<file path="src/hdl/ssr_pkg.sv">
// Shared types and constants for the stepped speed regulator.
package ssr_pkg;

	localparam int AddrWidth = 5;

	localparam logic [2:0] REG_MIN_SPEED       = 3'd0;
	localparam logic [2:0] REG_MAX_SPEED       = 3'd1;
	localparam logic [2:0] REG_MAX_DUTY        = 3'd2;
	localparam logic [2:0] REG_MIN_DUTY        = 3'd3;
	localparam logic [2:0] REG_STARTUP_CURRENT = 3'd4;
	localparam logic [2:0] REG_NO_SPEED_TICKS  = 3'd5;
	localparam logic [2:0] REG_SLOW_SPD_TICKS  = 3'd6;

	localparam logic [7:0]  RST_MIN_SPEED       = 8'd5;
	localparam logic [7:0]  RST_MAX_SPEED       = 8'd30;
	localparam logic [9:0]  RST_MAX_DUTY        = 10'd800;
	localparam logic [9:0]  RST_MIN_DUTY        = 10'd50;
	localparam logic [11:0] RST_STARTUP_CURRENT = 12'd500;
	localparam logic [15:0] RST_NO_SPEED_TICKS  = 16'd100;
	localparam logic [15:0] RST_SLOW_SPD_TICKS  = 16'd60;

	localparam logic [7:0] SOFT_START_TICKS = 8'd2;
	localparam logic [7:0] REGULATE_TICK    = 8'd4;
	localparam logic [7:0] STALL_TICK       = 8'd20;
	localparam logic [7:0] RUN_TICKS_MAX    = 8'd250;
	localparam logic [3:0] GOOD_SPEED_LIMIT = 4'd10;

	localparam logic [1:0] DRIVE_OFF  = 2'd0;
	localparam logic [1:0] DRIVE_UP   = 2'd1;
	localparam logic [1:0] DRIVE_DOWN = 2'd2;

	typedef struct packed {
		logic        run;
		logic        dir_up;
		logic [7:0]  speed;
		logic [11:0] current_ma;
		logic [15:0] position;
		logic        slow_stop_active;
	} in_item_t;

	typedef struct packed {
		logic [9:0] duty;
		logic [1:0] drive;
		logic       brake;
		logic       stall_stop;
		logic [7:0] target_now;
	} out_item_t;

	typedef struct packed {
		logic [7:0]  spd_floor;
		logic [7:0]  spd_ceiling;
		logic [9:0]  duty_ceiling;
		logic [9:0]  duty_floor;
		logic [11:0] cur_limit;
		logic [15:0] no_speed_ticks;
		logic [15:0] slow_speed_ticks;
	} cfg_t;

	typedef struct packed {
		logic [15:0] high_current_ticks;
		logic [3:0]  good_speed_ticks;
		logic [15:0] window_ticks;
		logic [15:0] position_ref;
	} stall_st_t;

endpackage

</file>
<file path="src/hdl/ssr_cfg.sv">
// APB register file holding the regulator limits.
module ssr_cfg import ssr_pkg::*; (
	input  logic                 clk,
	input  logic                 arst_n,
	input  logic                 psel,
	input  logic                 penable,
	input  logic                 pwrite,
	input  logic [AddrWidth-1:0] paddr,
	input  logic [31:0]          pwdata,
	output logic [31:0]          prdata,
	output logic                 pready,
	output cfg_t                 cfg
);

	cfg_t       cfg_q;
	logic       wr_en;
	logic [2:0] idx;

	assign pready = 1'b1;
	assign wr_en  = psel & penable & pwrite;
	assign idx    = paddr[AddrWidth-1:2];
	assign cfg    = cfg_q;

	always_ff @(posedge clk or negedge arst_n) begin
		if (!arst_n) begin
			cfg_q.spd_floor        <= RST_MIN_SPEED;
			cfg_q.spd_ceiling      <= RST_MAX_SPEED;
			cfg_q.duty_ceiling     <= RST_MAX_DUTY;
			cfg_q.duty_floor       <= RST_MIN_DUTY;
			cfg_q.cur_limit        <= RST_STARTUP_CURRENT;
			cfg_q.no_speed_ticks   <= RST_NO_SPEED_TICKS;
			cfg_q.slow_speed_ticks <= RST_SLOW_SPD_TICKS;
		end else if (wr_en) begin
			case (idx)
				REG_MIN_SPEED:       cfg_q.spd_floor        <= pwdata[7:0];
				REG_MAX_SPEED:       cfg_q.spd_ceiling      <= pwdata[7:0];
				REG_MAX_DUTY:        cfg_q.duty_ceiling     <= pwdata[9:0];
				REG_MIN_DUTY:        cfg_q.duty_floor       <= pwdata[9:0];
				REG_STARTUP_CURRENT: cfg_q.cur_limit        <= pwdata[11:0];
				REG_NO_SPEED_TICKS:  cfg_q.no_speed_ticks   <= pwdata[15:0];
				REG_SLOW_SPD_TICKS:  cfg_q.slow_speed_ticks <= pwdata[15:0];
				default: ;
			endcase
		end
	end

	always_comb begin
		case (idx)
			REG_MIN_SPEED:       prdata = {24'd0, cfg_q.spd_floor};
			REG_MAX_SPEED:       prdata = {24'd0, cfg_q.spd_ceiling};
			REG_MAX_DUTY:        prdata = {22'd0, cfg_q.duty_ceiling};
			REG_MIN_DUTY:        prdata = {22'd0, cfg_q.duty_floor};
			REG_STARTUP_CURRENT: prdata = {20'd0, cfg_q.cur_limit};
			REG_NO_SPEED_TICKS:  prdata = {16'd0, cfg_q.no_speed_ticks};
			REG_SLOW_SPD_TICKS:  prdata = {16'd0, cfg_q.slow_speed_ticks};
			default:             prdata = 32'd0;
		endcase
	end

endmodule

</file>
<file path="src/hdl/ssr_stall.sv">
// Stall detector next-state logic: high current at low speed, stuck hall position.
module ssr_stall import ssr_pkg::*; (
	input  cfg_t        cfg,
	input  logic [7:0]  speed,
	input  logic [11:0] current_ma,
	input  logic [15:0] position,
	input  stall_st_t   st,
	output stall_st_t   st_next,
	output logic        hit
);

	logic               high_cur;
	logic [15:0]        hc_inc;
	logic [15:0]        wt_inc;
	logic [3:0]         gs_inc;
	logic signed [16:0] pos_diff;
	logic               pos_near;

	assign high_cur = current_ma >= cfg.cur_limit;
	assign hc_inc   = st.high_current_ticks + 16'd1;
	assign wt_inc   = st.window_ticks + 16'd1;
	assign gs_inc   = st.good_speed_ticks + 4'd1;
	assign pos_diff = $signed({1'b0, position}) - $signed({1'b0, st.position_ref});
	assign pos_near = (pos_diff >= -17'sd2) && (pos_diff <= 17'sd2);

	always_comb begin
		st_next = st;
		hit     = 1'b0;
		if (speed < cfg.spd_floor) begin
			if (high_cur) begin
				st_next.high_current_ticks = hc_inc;
				if (hc_inc >= cfg.no_speed_ticks) begin
					st_next.high_current_ticks = 16'd0;
					st_next.good_speed_ticks   = 4'd0;
					hit                        = 1'b1;
				end
			end else begin
				st_next.high_current_ticks = 16'd0;
				st_next.good_speed_ticks   = 4'd0;
			end
			st_next.window_ticks = wt_inc;
			if (wt_inc >= cfg.slow_speed_ticks) begin
				st_next.good_speed_ticks = 4'd0;
				st_next.window_ticks     = 16'd0;
				st_next.position_ref     = position;
				if (high_cur && pos_near)
					hit = 1'b1;
			end
		end else begin
			st_next.good_speed_ticks = gs_inc;
			if (gs_inc > GOOD_SPEED_LIMIT) begin
				st_next.good_speed_ticks = 4'd0;
				st_next.window_ticks     = 16'd0;
			end
		end
	end

endmodule

</file>
<file path="src/hdl/ssr_core.sv">
// Regulator state and one control tick of duty stepping, target ramp and stall stop.
module ssr_core import ssr_pkg::*; (
	input  logic      clk,
	input  logic      arst_n,
	input  cfg_t      cfg,
	input  logic      fire,
	input  in_item_t  item,
	output out_item_t res
);

	logic [9:0]  duty_q, duty_n;
	logic [7:0]  tgt_q, tgt_n;
	logic [7:0]  prev_q, prev_n;
	logic [7:0]  rt_q, rt_n;
	logic [1:0]  rd_q, rd_n;
	stall_st_t   st_q, st_n, st_chk;
	logic        hit;

	logic signed [10:0] err;
	logic [8:0]         mag;
	logic               pos_err;
	logic [4:0]         step;
	logic [10:0]        d_up;
	logic [9:0]         duty_a;
	logic [1:0]         rd_inc;

	ssr_stall u_stall (
		.cfg        (cfg),
		.speed      (item.speed),
		.current_ma (item.current_ma),
		.position   (item.position),
		.st         (st_q),
		.st_next    (st_chk),
		.hit        (hit)
	);

	assign err = $signed({2'b00, tgt_q, 1'b0}) - $signed({3'b000, item.speed})
	           - $signed({3'b000, prev_q});
	assign pos_err = ~err[10];
	assign mag     = pos_err ? err[8:0] : 9'(-err);

	always_comb begin
		if (mag > 9'd20)      step = pos_err ? 5'd30 : 5'd20;
		else if (mag > 9'd16) step = pos_err ? 5'd15 : 5'd10;
		else if (mag > 9'd12) step = pos_err ? 5'd6 : 5'd5;
		else if (mag > 9'd6)  step = 5'd2;
		else if (mag > 9'd2)  step = 5'd1;
		else                  step = 5'd0;
	end

	assign d_up   = {1'b0, duty_q} + {6'd0, step};
	assign rd_inc = rd_q + 2'd1;

	always_comb begin
		if (pos_err)
			duty_a = (d_up > {1'b0, cfg.duty_ceiling}) ? cfg.duty_ceiling : d_up[9:0];
		else if (duty_q > {5'd0, step})
			duty_a = duty_q - {5'd0, step};
		else
			duty_a = duty_q;
	end

	always_comb begin
		logic stall;
		logic slow;
		stall  = 1'b0;
		slow   = item.slow_stop_active;
		duty_n = duty_q;
		tgt_n  = tgt_q;
		prev_n = prev_q;
		rt_n   = rt_q;
		rd_n   = rd_q;
		st_n   = st_q;
		res    = '0;
		if (!item.run) begin
			rt_n      = 8'd0;
			duty_n    = 10'd0;
			res.brake = 1'b1;
		end else begin
			if (rt_q < SOFT_START_TICKS) begin
				tgt_n  = cfg.spd_floor;
				duty_n = cfg.duty_ceiling >> 2;
			end else if (rt_q >= REGULATE_TICK) begin
				duty_n = duty_a;
				if (rt_q >= STALL_TICK) begin
					st_n  = st_chk;
					stall = hit;
				end else begin
					st_n.position_ref       = item.position;
					st_n.high_current_ticks = 16'd0;
					st_n.good_speed_ticks   = 4'd0;
					st_n.window_ticks       = 16'd0;
					slow                    = 1'b0;
				end
				if (!slow && tgt_q < cfg.spd_ceiling) begin
					rd_n = rd_inc;
					if (rd_inc > 2'd2) begin
						tgt_n = tgt_q + 8'd1;
						rd_n  = 2'd0;
					end
				end
				if (duty_n > cfg.duty_ceiling) duty_n = cfg.duty_ceiling;
				if (duty_n < cfg.duty_floor) duty_n = cfg.duty_floor;
				if (stall) begin
					res.stall_stop = 1'b1;
				end else begin
					res.drive = item.dir_up ? DRIVE_UP : DRIVE_DOWN;
					res.duty  = duty_n;
				end
			end
			if (rt_q < RUN_TICKS_MAX) rt_n = rt_q + 8'd1;
			prev_n = item.speed;
		end
		res.target_now = tgt_n;
	end

	always_ff @(posedge clk or negedge arst_n) begin
		if (!arst_n) begin
			duty_q <= '0;
			tgt_q  <= '0;
			prev_q <= '0;
			rt_q   <= '0;
			rd_q   <= '0;
			st_q   <= '0;
		end else if (fire) begin
			duty_q <= duty_n;
			tgt_q  <= tgt_n;
			prev_q <= prev_n;
			rt_q   <= rt_n;
			rd_q   <= rd_n;
			st_q   <= st_n;
		end
	end

endmodule

</file>
<file path="src/hdl/stepped_speed_regulator_stall_detect.sv">
// Stepped speed regulator with soft start and stall detection: top level.
//
// Each input transaction is one control tick (run, direction, speed, current,
// hall position, slow-stop). Each tick yields exactly one output transaction
// with duty, drive, brake, stall_stop and the target speed after the tick.
// Both channels use valid/stall; a transaction moves when valid is high and
// stall is low.
// Path: the tick is registered in the input register on accept, and its result
// is registered in the result register, which drives out_valid and out_item.
// Throughput: one tick per cycle while out_stall is low; the tick logic
// between the input register and the result register is a single pass that
// also updates the regulator state.
// Receiver stall: the result register holds its transaction; the input
// register keeps its tick and in_stall rises until the result is taken.
// Reset: all regulator state clears, the limit registers take their reset
// values, and both stages are empty. The user must write limits over the APB
// port only while no tick is in flight; the block does not enforce this.
module stepped_speed_regulator_stall_detect import ssr_pkg::*; (
	input  logic                 clk,
	input  logic                 arst_n,
	input  logic                 in_valid,
	output logic                 in_stall,
	input  in_item_t             in_item,
	output logic                 out_valid,
	input  logic                 out_stall,
	output out_item_t            out_item,
	input  logic                 psel,
	input  logic                 penable,
	input  logic                 pwrite,
	input  logic [AddrWidth-1:0] paddr,
	input  logic [31:0]          pwdata,
	output logic [31:0]          prdata,
	output logic                 pready
);

	cfg_t      cfg;
	in_item_t  item_s1;
	logic      v_s1;
	out_item_t res;
	out_item_t res_q;
	logic      res_v_q;
	logic      adv;
	logic      fire;
	logic      take;

	ssr_cfg u_cfg (
		.clk     (clk),
		.arst_n  (arst_n),
		.psel    (psel),
		.penable (penable),
		.pwrite  (pwrite),
		.paddr   (paddr),
		.pwdata  (pwdata),
		.prdata  (prdata),
		.pready  (pready),
		.cfg     (cfg)
	);

	ssr_core u_core (
		.clk    (clk),
		.arst_n (arst_n),
		.cfg    (cfg),
		.fire   (fire),
		.item   (item_s1),
		.res    (res)
	);

	assign adv      = !res_v_q || !out_stall;
	assign fire     = v_s1 && adv;
	assign in_stall = v_s1 && !adv;
	assign take     = in_valid && !in_stall;

	always_ff @(posedge clk or negedge arst_n) begin
		if (!arst_n) begin
			v_s1    <= 1'b0;
			res_v_q <= 1'b0;
		end else begin
			if (take)
				v_s1 <= 1'b1;
			else if (adv)
				v_s1 <= 1'b0;
			if (adv)
				res_v_q <= v_s1;
		end
	end

	always_ff @(posedge clk) begin
		if (take)
			item_s1 <= in_item;
		if (fire)
			res_q <= res;
	end

	assign out_valid = res_v_q;
	assign out_item  = res_q;

endmodule
</file>
<file path="config.mk">
export PLATFORM = sky130hd
export DESIGN_NAME = stepped_speed_regulator_stall_detect
export DESIGN_NICKNAME = d
export VERILOG_FILES = /design/src/hdl/ssr_pkg.sv /design/src/hdl/ssr_cfg.sv /design/src/hdl/ssr_stall.sv /design/src/hdl/ssr_core.sv /design/src/hdl/stepped_speed_regulator_stall_detect.sv
export SDC_FILE = /design/constraint.sdc
export NUM_CORES = 1
export LEC_CHECK = 0
export ABC_AREA = 1
export BUFFER_PORTS_ARGS = -buffer_cell sky130_fd_sc_hd__buf_2
export CAP_MARGIN = 15
export CORE_MARGIN = 2
export CORE_UTILIZATION = 67
export CTS_BUF_LIST = sky130_fd_sc_hd__clkbuf_4
export CTS_CLUSTER_DIAMETER = 80
export DETAILED_ROUTE_END_ITERATION = 16
export GPL_TIMING_DRIVEN = 0
export PLACE_DENSITY = 0.88
export SLEW_MARGIN = 10
export SYNTH_ARGS = -nofsm -noshare
export SYNTH_HDL_FRONTEND = slang
export SYNTH_SLANG_ARGS = --single-unit
</file>
<file path="constraint.sdc">
create_clock -name clk -period 16.1 [get_ports clk]
set_input_delay 1.61 -clock clk [delete_from_list [all_inputs] [get_ports clk]]
set_output_delay 1.61 -clock clk [all_outputs]
set_load 0.005 [all_outputs]
</file>
# ---- Yosys cells after proc, flatten, opt, wreduce, memory -nomap -nowiden
# Cells that the tools add are included.
dict set report word_totals {
  register_bits 231
  inputBits 83
}
dict set report classes {
  n_lt_le_gt_ge 22
  muxes 55
  bitwise_logic 5
  reduce_logical 31
  n_eq_ne 12
  n_addsub 12
}
# cell n
set ops {}
lappend ops {{16-bit case mux with 7 select lines} 1}
lappend ops {{10-bit two-way mux} 11}
lappend ops {{20-bit two-way mux} 4}
lappend ops {{8-bit two-way mux} 7}
lappend ops {{52-bit two-way mux} 1}
lappend ops {{36-bit two-way mux} 1}
lappend ops {{16-bit by 1-bit adder with 16-bit output (second input constant)} 2}
lappend ops {{16-bit greater-or-equal comparator} 2}
lappend ops {{16-bit two-way mux} 2}
lappend ops {{5-bit two-way mux} 4}
lappend ops {{2-bit AND reduction} 10}
lappend ops {{5-bit AND reduction} 4}
lappend ops {{9-bit by 5-bit greater-than comparator with 1-bit output (second input constant)} 2}
lappend ops {{1-bit two-way mux} 18}
lappend ops {{17-bit by 2-bit greater-or-equal comparator with 1-bit output (second input constant)} 1}
lappend ops {{17-bit by 3-bit less-or-equal comparator with 1-bit output (second input constant)} 1}
lappend ops {{16-bit by 16-bit subtractor with 17-bit output} 1}
lappend ops {{8-bit by 1-bit adder with 8-bit output (second input constant)} 2}
lappend ops {{8-bit < comparator} 2}
lappend ops {{12-bit greater-or-equal comparator} 1}
lappend ops {{10-bit by 5-bit adder with 11-bit output} 1}
lappend ops {{11-bit by 10-bit greater-than comparator with 1-bit output} 1}
lappend ops {{10-bit by 9-bit subtractor with 11-bit output} 1}
lappend ops {{10-bit greater-than comparator} 1}
lappend ops {{other kinds (38)} 56}

# ---- Depth between registers and ports, before layout
# Gate-level depths: netlist (run 1).
dict set report logic_depth {
  depth_word 24
  ltp_mapped 69
  mapped_depth_nobuf 66
}

# ---- Hierarchy
# A second synthesis (run 1) with hierarchy kept.
dict set report hier_totals {
  cells_unflattened 2453
  area_unflattened_um2 17615.6
}
# module cells_each seq_area_each_um2 n_inst area_each_um2
set by_module_without_submodules {}
lappend by_module_without_submodules {ssr_core 1120 2202.1 1 7632.3}
lappend by_module_without_submodules {ssr_cfg 531 2033.2 1 4075.2}
lappend by_module_without_submodules {ssr_stall 729 0.0 1 3981.3}
lappend by_module_without_submodules {stepped_speed_regulator_stall_detect 73 1881.8 1 1926.8}

# ---- Worst setup path before layout (run 1)
# OpenSTA, ideal clock, no wires.
dict set report synth_timing {
  path_type {reg2reg}
  from {register u_core.tgt_q[3]}
  to {register res_q (netlist bit out_item[20]), data pin}
  t_arrival_ns 8.353
  n_path_buf 3
  required_time_ns 15.848
  slack_ns 7.495
  synth_period_minus_slack_ns 8.605
  path_stages_with_launch 62
  cell_sequence {dfrtp_1 -> ha_1 -> a21oi_1 -> o21ai_1 -> a21oi_1 -> nor2_1 -> nor2_1 -> xnor2_1 -> ha_1 -> nand2_1 -> inv_1 -> nand2_1 -> nand2_1 -> a21oi_4 -> nand3_2 -> nand2_4 -> inv_4 -> nor2_1 -> [... 26 more ...] -> ha_1 -> nand2_1 -> nor2_1 -> o211ai_1 -> o2111ai_1 -> nand2_1 -> clkbuf_1 -> nand2_1 -> o21ai_1 -> ha_1 -> a21oi_1 -> nand3b_1 -> a21oi_1 -> a2111oi_0 -> buf_2 -> nand3_1 -> nand2_1 -> nor2_1}
}
dict set report synth_via {
  elab_chain_len 21
  word_cells_on_any_way 31
  cone_classes {5 x add/sub; 9 x order compare; 17 x mux}
}
# item line_no
set synth_lines {}
lappend synth_lines {{from (decl)} ssr_core.sv:12} ;# logic [7:0] tgt_q, tgt_n;
lappend synth_lines {{from (signal assigned)} ssr_core.sv:127} ;# tgt_q <= tgt_n;
lappend synth_lines {{9-bit by 8-bit subtractor with 10-bit output (*)} ssr_core.sv:37} ;# assign err = $signed({2'b00, tgt_q, 1'b0}) - $signed({3'b000, item.speed})
lappend synth_lines {{10-bit by 9-bit subtractor with 11-bit output (*)} ssr_core.sv:38} ;# - $signed({3'b000, prev_q});
lappend synth_lines {{9-bit negation} ssr_core.sv:40} ;# assign mag = pos_err ? err[8:0] : 9'(-err);
lappend synth_lines {{9-bit two-way mux} ssr_core.sv:40}
lappend synth_lines {{9-bit by 2-bit greater-than comparator with 1-bit output} ssr_core.sv:47} ;# else if (mag > 9'd2) step = 5'd1;
lappend synth_lines {{1-bit two-way mux} ssr_core.sv:47}
lappend synth_lines {{5-bit two-way mux} ssr_core.sv:46} ;# else if (mag > 9'd6) step = 5'd2;
lappend synth_lines {{5-bit two-way mux} ssr_core.sv:45} ;# else if (mag > 9'd12) step = pos_err ? 5'd6 : 5'd5;
lappend synth_lines {{[... 5 more ...]} -}
lappend synth_lines {{10-bit two-way mux (*)} ssr_core.sv:55} ;# if (pos_err)
lappend synth_lines {{10-bit greater-than comparator} ssr_core.sv:102} ;# if (duty_n > cfg.duty_ceiling) duty_n = cfg.duty_ceiling;
lappend synth_lines {{10-bit two-way mux (*)} ssr_core.sv:102}
lappend synth_lines {{10-bit two-way mux (*)} ssr_core.sv:83} ;# end else if (rt_q >= REGULATE_TICK) begin
lappend synth_lines {{10-bit two-way mux (*)} ssr_core.sv:80} ;# if (rt_q < SOFT_START_TICKS) begin
lappend synth_lines {{10-bit two-way mux (*)} ssr_core.sv:75} ;# if (!item.run) begin
lappend synth_lines {{10-bit < comparator} ssr_core.sv:103} ;# if (duty_n < cfg.duty_floor) duty_n = cfg.duty_floor;
lappend synth_lines {{10-bit two-way mux (*)} ssr_core.sv:103}
lappend synth_lines {{to (signal assigned)} stepped_speed_regulator_stall_detect.sv:91} ;# res_q <= res;
lappend synth_lines {{to (decl)} stepped_speed_regulator_stall_detect.sv:40} ;# out_item_t res_q;
# Every way passes the cells marked *; elsewhere a longest branch is shown, timed or not. The select of a mux whose other input is x is not followed.
# A chain may end at the register's enable or synchronous reset.

# ---- Worst setup path after layout (run 1)
dict set report layout_timing {
  from {register u_core.tgt_q[3]}
  to {register res_q (netlist bit out_item[15]), data pin}
}
# Same word-level chain as after synthesis.

==> results of run 1 <==
synth_stat cells (29+ instances only):
master	instances
nor2_1	126
nand2_1	386
clkbuf_1	29
o21ai_0	149
inv_1	284
nand3_1	85
o22ai_1	43
dfrtp_1	145
ha_1	136
xor2_1	48
a21oi_1	124
edfxtp_1	61
cells by family (layout without fill, tap and decap cells):
logic type | Yosys count | in the layout | share of synthesized area
XOR/XNOR | 62 | 62 | 0.03609
flip-flops | 231 | 231 | 0.3956
other | 2 | 20 | 0.0004857
AO/OA/AOI/OAI | 414 | 414 | 0.1540
adder cells (fa/ha/maj) | 141 | 141 | 0.1165
buffers and inverters | 361 | 575 | 0.09629
AND/OR/NAND/NOR | 708 | 708 | 0.2010
metrics by stage:
step                cell area, um2  setup WS (ns)  hold slack [ns]    util  std cells
global placement             16390          6.169           0.4457  0.7240       2322
global route                 17240          4.678           0.5242  0.7616       2435
CTS                          17240          5.717           0.4889  0.7614       2433
detailed placement           16450          5.766           0.4730  0.7267       2324
floorplan                    15520          7.495           0.4440       -       1934
finish                       17250          5.502           0.4880  0.7617       2436
critical path, delay by kind of cell, from the launching register on:
kind | cells | cell delay [ns]
xor+xnor | 2 | 0.33
simple gates | 27 | 3.48
flops | 1 | 0.49
fa+ha+maj | 7 | 2.22
compound gates | 15 | 2.62
buf+inv | 7 | 1.29
final timing paths:
kind,startpoint,end
max in group asynchronous,arst_n,u_core.duty_q[5]$_DFFE_PN0P_
min in group asynchronous,arst_n,u_core.st_q[26]$_DFFE_PN0P_
worst min register to register,u_cfg.cfg[69]$_DFFE_PN0P_,u_cfg.cfg[69]$_DFFE_PN0P_
worst min-delay path,u_cfg.cfg[69]$_DFFE_PN0P_,u_cfg.cfg[69]$_DFFE_PN0P_
worst max-delay path,u_core.tgt_q[3]$_DFFE_PN0P_,out_item[15]$_SDFFCE_PP0P_
worst max register to register,u_core.tgt_q[3]$_DFFE_PN0P_,out_item[15]$_SDFFCE_PP0P_
registers in the layout (all words and copies together), names as in the netlist:
register,flops
v_s1,1
out_valid,1
u_core.rd_q,2
out_item,22
u_cfg.cfg,80
u_core.rt_q,8
u_core.prev_q,8
u_core.st_q,52
u_core.tgt_q,8
item_s1,39
u_core.duty_q,10
metal layers:
metal,GRT usage,share of wire,vias to the layer above
met3,0.05806,0.088,158
met4,0.1494,0.046,0
met2,0.5750,0.47,682
met5,0,0,-
met1,0.4536,0.40,6663
li1,-,-,6768
layout make-up:
cell class | count | share of cell area
diodes | 3 | 0.0004353
plain buffers | 57 | 0.01981
clock buffers | 91 | 0.03961
clock inverters | 18 | 0.005877
inverters | 304 | 0.06653
multi-input cells | 1342 | 0.4591
flip-flops and latches | 231 | 0.3547
well taps | 285 | 0.02068
repair buffers | 105 | 0.03323
==> results.md, run 1 <==
- Kind of critical path: flop to flop
- DR vias/cell: 5.858
- CTS root buf: clkbuf_4
- GRT overflow: 0
- Core Region: 0.02264 mm2
- Share of layout cells above drive strength 1: 0.1532
- Mean Syn Cell Area: 8.057 um2
- Starting Density: 0.6830
- Fraction of the cycle the final worst path needs: 0.6583
- Tot GR Track Use: 0.3469
- Critical Path Fanout Max: 10
- Commonest cells after routing, fill and taps aside: nand2_1, inv_1, o21ai_0
- Setup bufs post-CTS: 0
- Htree depth: 2
- Endpoints failing setup: 0
- Drt first pass iters: 8
- Area share of the largest cell type after synthesis: 0.2347
- Worst R2R Path Depth: 58
- Post-synthesis cell count: roughly 1.9k
- Total Die Area: 0.02431 mm2
- Hold buffer count at cts: 0
- Total wire length: 41.65 mm
- Worst hold-check path type: flop to flop
- Ports: 140
- Sequential area share after synthesis: 0.3956
- R2R Setup Slk: 5.50 ns
- Clk_lat worst skew: 0.70 ns
- Via count: 14.27k
- YS warnings: 0
- Clk_skew: 0.03507 ns
- Synth cell types: 60
- First-pass GRT wire length: 67.30 mm
- Critical Path AT: 11.13 ns
- CTS resizes: 0
- Area delta synth->final: 11.53%
- Netlist Area Pre-Place: 0.01546 mm2
- FF+latch count, synth: 231
- Critical path endpoint category: flop
- Setup TNS Final: 0 ns
- Die Width: ~160 um
- EDFF count, synth: 61
- CP Launch Type: flop
- Slew headroom: 0.3594
- Avg WL per Cell: 17.10 um
- Slowest library cell on the worst path: a2111oi_0
- FF+latch area: 0.006117 mm2
- Final ANT Viol Nets: 0
- GP Congestion: 0.9584
- Sink Count: 231
- Post-DP HPWL: 31.10 mm
- Initial antenna violation count: 3
- CP required: 16.63 ns
- TritonCTS Buffers: 58
- Status: completed
- Max_cap viols: 0
- RSZ-0062 raised after global routing: false
- Fillers: approximately 1.7k
- Final hold vios: 0
- CTS tree: yes
- Synth Flop Type: dfrtp_1
- Largest net degree at the start of global routing: approximately 110
- Yosys top cell by area: dfrtp_1
- Worst-path clk slew: approximately 0.080 ns
- Slew Limit Fails: 0
- Commonest non-fill, non-tap cell in the layout: nand2_1
- I/O Buffers: 103
- Crit path time final: 10.60 ns
- Iteration-0 DRC Markers: 1,430
- Num rows: 55
- Area of the multi-input gates: 0.007918 mm2
- Die Ht: 155.9 um
- Nets@finish: 2,323
- CP peak stage delay: 0.64 ns
- Worst Hold Depth: 2
- Least-Margin Pin Slew: 0.9536 ns
- Maximum clock path buffer count: 3
- Dominant cells by area after synthesis: dfrtp_1, edfxtp_1, ha_1
- Ys async rst share: 0.7359
- Top achievable clock speed: 94.36 MHz
- DR DRC count: 0
- Vias in the first global route: 13.82k
Power of run 1 is left out: the tool's default activity adds up to more than one toggle a clock period on the data nets, which glitch-free logic cannot reach.
==> inputs of run 2 (changes only) <==
--- a/config.mk
+++ b/config.mk
@@ -5,16 +5,16 @@
 export SDC_FILE = /design/constraint.sdc
 export NUM_CORES = 1
 export LEC_CHECK = 0
-export ABC_AREA = 1
+export ABC_AREA = 0
 export BUFFER_PORTS_ARGS = -buffer_cell sky130_fd_sc_hd__buf_2
 export CAP_MARGIN = 15
 export CORE_MARGIN = 2
-export CORE_UTILIZATION = 67
+export CORE_UTILIZATION = 57
 export CTS_BUF_LIST = sky130_fd_sc_hd__clkbuf_4
 export CTS_CLUSTER_DIAMETER = 80
 export DETAILED_ROUTE_END_ITERATION = 16
 export GPL_TIMING_DRIVEN = 0
-export PLACE_DENSITY = 0.88
+export PLACE_DENSITY = 0.8
 export SLEW_MARGIN = 10
 export SYNTH_ARGS = -nofsm -noshare
 export SYNTH_HDL_FRONTEND = slang
==> constraint.sdc (replaced) <==
create_clock -name clk -period 8.6 [get_ports clk]
set_input_delay 0.86 -clock clk [delete_from_list [all_inputs] [get_ports clk]]
set_output_delay 0.86 -clock clk [all_outputs]
set_load 0.005 [all_outputs]
==> run 2 against run 1 <==
Compared with the run above:
- the flow now finishes with violations (setup timing)
- critical endpoint unchanged
- final area up 8.2%
- sequential share of layout area down 2.7 points
- core utilization down 7.1 points
- register-to-register slack worse by 7.9 ns
- global-route usage down 4.3 points
- via count down 0.50%
- maximum frequency down 3.9%
- first-iteration DRC count down 12%
- synthesized area up 1.6%
==> results.md, run 2 <==
- Crit path time final: 11.03 ns
- Fraction of the cycle the final worst path needs: 1.282
- Netlist Area Pre-Place: 0.01571 mm2
- R2R Setup Slk: -2.43 ns
- FF+latch area: 0.006118 mm2
- Count leader, synth: nand2_1
- Ys async rst share: 0.7359
- Post-Place Setup Slack: -3.081 ns
- GP Congestion: 0.9849
- CP top delay family: compound AO/OA/AOI/OAI gates
- Setup TNS Final: -46.90 ns
- Critical Path Fanout Max: 5
- Max_cap viols: 0
- CP Buf/Inv Count: 6
- TritonCTS Buffers: 60
- Yosys top cell by area: dfrtp_1
- FF+latch count, synth: 231
- Synth cell types: 85
- DR DRC count: 0
- Critical path depth in cells: 56
- Least-Margin Pin Slew: 1.099 ns
- CTS tree: yes
- Synth Flop Type: dfrtp_1
- Failing checks: setup timing
- Synth cell count leaders: nand2_1, o21ai_0, dfrtp_1
- Final ANT Viol Nets: 0
- YS warnings: 0
- Maximum vdd drop: 291.7 uV
- Slew Limit Fails: 0
- Gate power share: 0.712
- Die Width: 170.0 um
- Top achievable clock speed: roughly 91 MHz
- Commonest cells after routing, fill and taps aside: nand2_1, dfrtp_1, inv_1
- Starting Density: 0.5814
- Area of the multi-input gates: just over 0.009 mm2
- Cell mode on critical path: a21o_1
- Sequential area share after synthesis: 0.3893
- Tot GR Track Use: 0.3036
- CP peak stage delay: 0.55 ns
- Fillers: 2,071
- Final hold vios: 0
- Largest net degree at the start of global routing: ~110
- Cell-internal power: 4811 uW
- First-pass GRT wire length: 69.41 mm
- Mean Syn Cell Area: roughly 9.3 um2
- Worst-path clk slew: 0.08 ns
- CP required: 9.01 ns
- Vias in the first global route: 13.55k
- Dominant cells by area after synthesis: dfrtp_1, edfxtp_1, ha_1
- Area delta synth->final: 18.79%
- Share of layout cells above drive strength 1: 0.2337
- Initial antenna violation count: 1
- Clock power frac: 0.112
- Worst R2R Path Depth: 56
- End-of-flow core utilization: 0.6906
- Total Die Area: 0.02891 mm2
- Post-synthesis cell count: 1,686
- DR vias/cell: 6.123
- Critical path endpoint category: flop
- Kind of critical path: flop to flop
- P per Cell Area: 478.6 mW/mm2
- Avg WL per Cell: 19.14 um
- Post-DP HPWL: roughly 32 mm
- Commonest non-fill, non-tap cell in the layout: nand2_1
- Crit path to: out_item[15]$_SDFFCE_PP0P_
- Leak Pwr: 0.008705 uW
- Area share of the largest cell type after synthesis: 0.2309
- Endpoints failing setup: 20
- Max reg flops: 80
- Status: complete, but fails checks
- Crit. Startpoint: item_s1[30]$_DFFE_PP_
- EDFF count, synth: 61
- GRT overflow: 0
- Worst hold-check path type: input port to async pin
- I/O Buffers: 104
- Placed cells: 2,149
- Total wire length: 44.38 mm
- Placed cell area: 0.01695 mm2
- R2R Path Start: item_s1[30]$_DFFE_PP_
- Ports: 140
- Maximum clock path buffer count: 3
- Worst Slack Setup Final: -2.428 ns
- Final cell count without fillers: between 2k and 2.5k
- Psw: roughly 4100 uW
- Sink Count: ~230
- Slew headroom: 0.2664
- Iteration-0 DRC Markers: 1,255
- Num rows: 60
- CTS root buf: clkbuf_4
- Clk_skew: between 0.02 and 0.025 ns
- Nets@finish: 2,149
- Die Ht: around 170 um
- Seq pwr share: 0.176
- Core Region: 0.02703 mm2
- Slowest library cell on the worst path: or4_1
- Via count: 14.20k
- R2r endpoint: out_item[15]$_SDFFCE_PP0P_
- Critical Path AT: approximately 11 ns
- Cell area after layout: 0.01867 mm2
- Clk_lat worst skew: 0.70 ns
- Net Sw Frac: 0.4614
- CP Launch Type: flop
- RSZ-0062 raised after global routing: true
- Htree depth: 2
- Drt first pass iters: 8
==> run 2: cell count changes in the layout (fill, tap and decap cells not counted), sizes merged, moves of 31 or more <==
cell,change
nand2,-239
inv,-154
nand3,-65
buf,+60
a21oi,-36
mux2,+36
nor2,-35
a21o,+34
mux2i,+31
o22ai,-31
==> run 2: worst min-delay path by stage <==
stage                                   endpoint  cells past startpoint  slack (ns)
detailed placement         out_valid$_DFFE_PN0N_                      1        0.49
global route          u_core.rt_q[6]$_DFFE_PN0P_                      1        0.11
CTS                   u_core.rt_q[6]$_DFFE_PN0P_                      1        0.08
floorplan           u_core.prev_q[0]$_DFFE_PN0P_                      2        0.45
finish                u_core.rt_q[6]$_DFFE_PN0P_                      1        0.11
global placement           out_valid$_DFFE_PN0N_                      1        0.47
==> run 2: per-layer routing <==
metal	GRT usage	vias up	wire length, um
met4	0.1453	0	2188
met2	0.5015	649	20850
met1	0.3947	6778	18280
li1	-	6628	-
met5	0	-	0
met3	0.04465	145	3060
==> run 2: timing repair <==
action,4_1_cts,5_1_grt
resized for setup,52,37
pin swaps,40,35
setup buffers,43,12
cloned,2,0
endpoints found under the hold margin,0,0
hold buffers,0,0
setup endpoints to repair,20,20
==> run 2: power groups by stage <==
stage | logic, uW | registers, uW | clock network, uW
3_5_place_dp | 4860 | 1570 | 0
6_report | 6360 | 1570 | 1000
3_3_place_gp | 4690 | 1570 | 0
4_1_cts | 5650 | 1560 | 1020
5_1_grt | 6900 | 1590 | 1080
2_1_floorplan | 3820 | 1510 | 0
==> run 2: worst reg2reg max path, delay by kind of cell, from the launching register on <==
family,cells,cell delay (ns)
XOR/XNOR,3,0.44
multiplexers,2,0.52
AO/OA/AOI/OAI,31,5.46
flip-flops,1,0.42
buffers and inverters,6,0.86
adder cells (fa/ha/maj),7,1.77
AND/OR/NAND/NOR,7,1.29
==> run 2: layout make-up <==
class                   instances  area share
multi-input cells            1251      0.4995
flip-flops and latches        231      0.3278
repair buffers                165     0.05644
clock buffers                  96     0.03861
inverters                     143     0.02876
well taps                     341     0.02286
plain buffers                  73     0.02071
clock inverters                18    0.005162
diodes                          1   0.0001341
==> run 2: stage by stage <==
stage | hold slack [ns] | power, uW
2_1_floorplan | 0.4538 | 5326
3_3_place_gp | 0.4692 | 6260
3_5_place_dp | 0.4903 | 6429
4_1_cts | 0.08196 | 8222
5_1_grt | 0.1125 | 9568
6_report | 0.1091 | 8932
==> run 2: kinds of logic (layout without fill, tap and decap cells) <==
family,count (synthesis),after routing,synth area share
AO/OA/AOI/OAI,502,502,0.2135
XOR/XNOR,66,66,0.03679
adder cells (fa/ha/maj),141,141,0.1147
buffers and inverters,219,495,0.05765
flip-flops,231,231,0.3893
multiplexers,70,70,0.04985
other,2,18,0.0004780
AND/OR/NAND/NOR,455,455,0.1378
No activity file was read; power rests on OpenSTA's default activity.
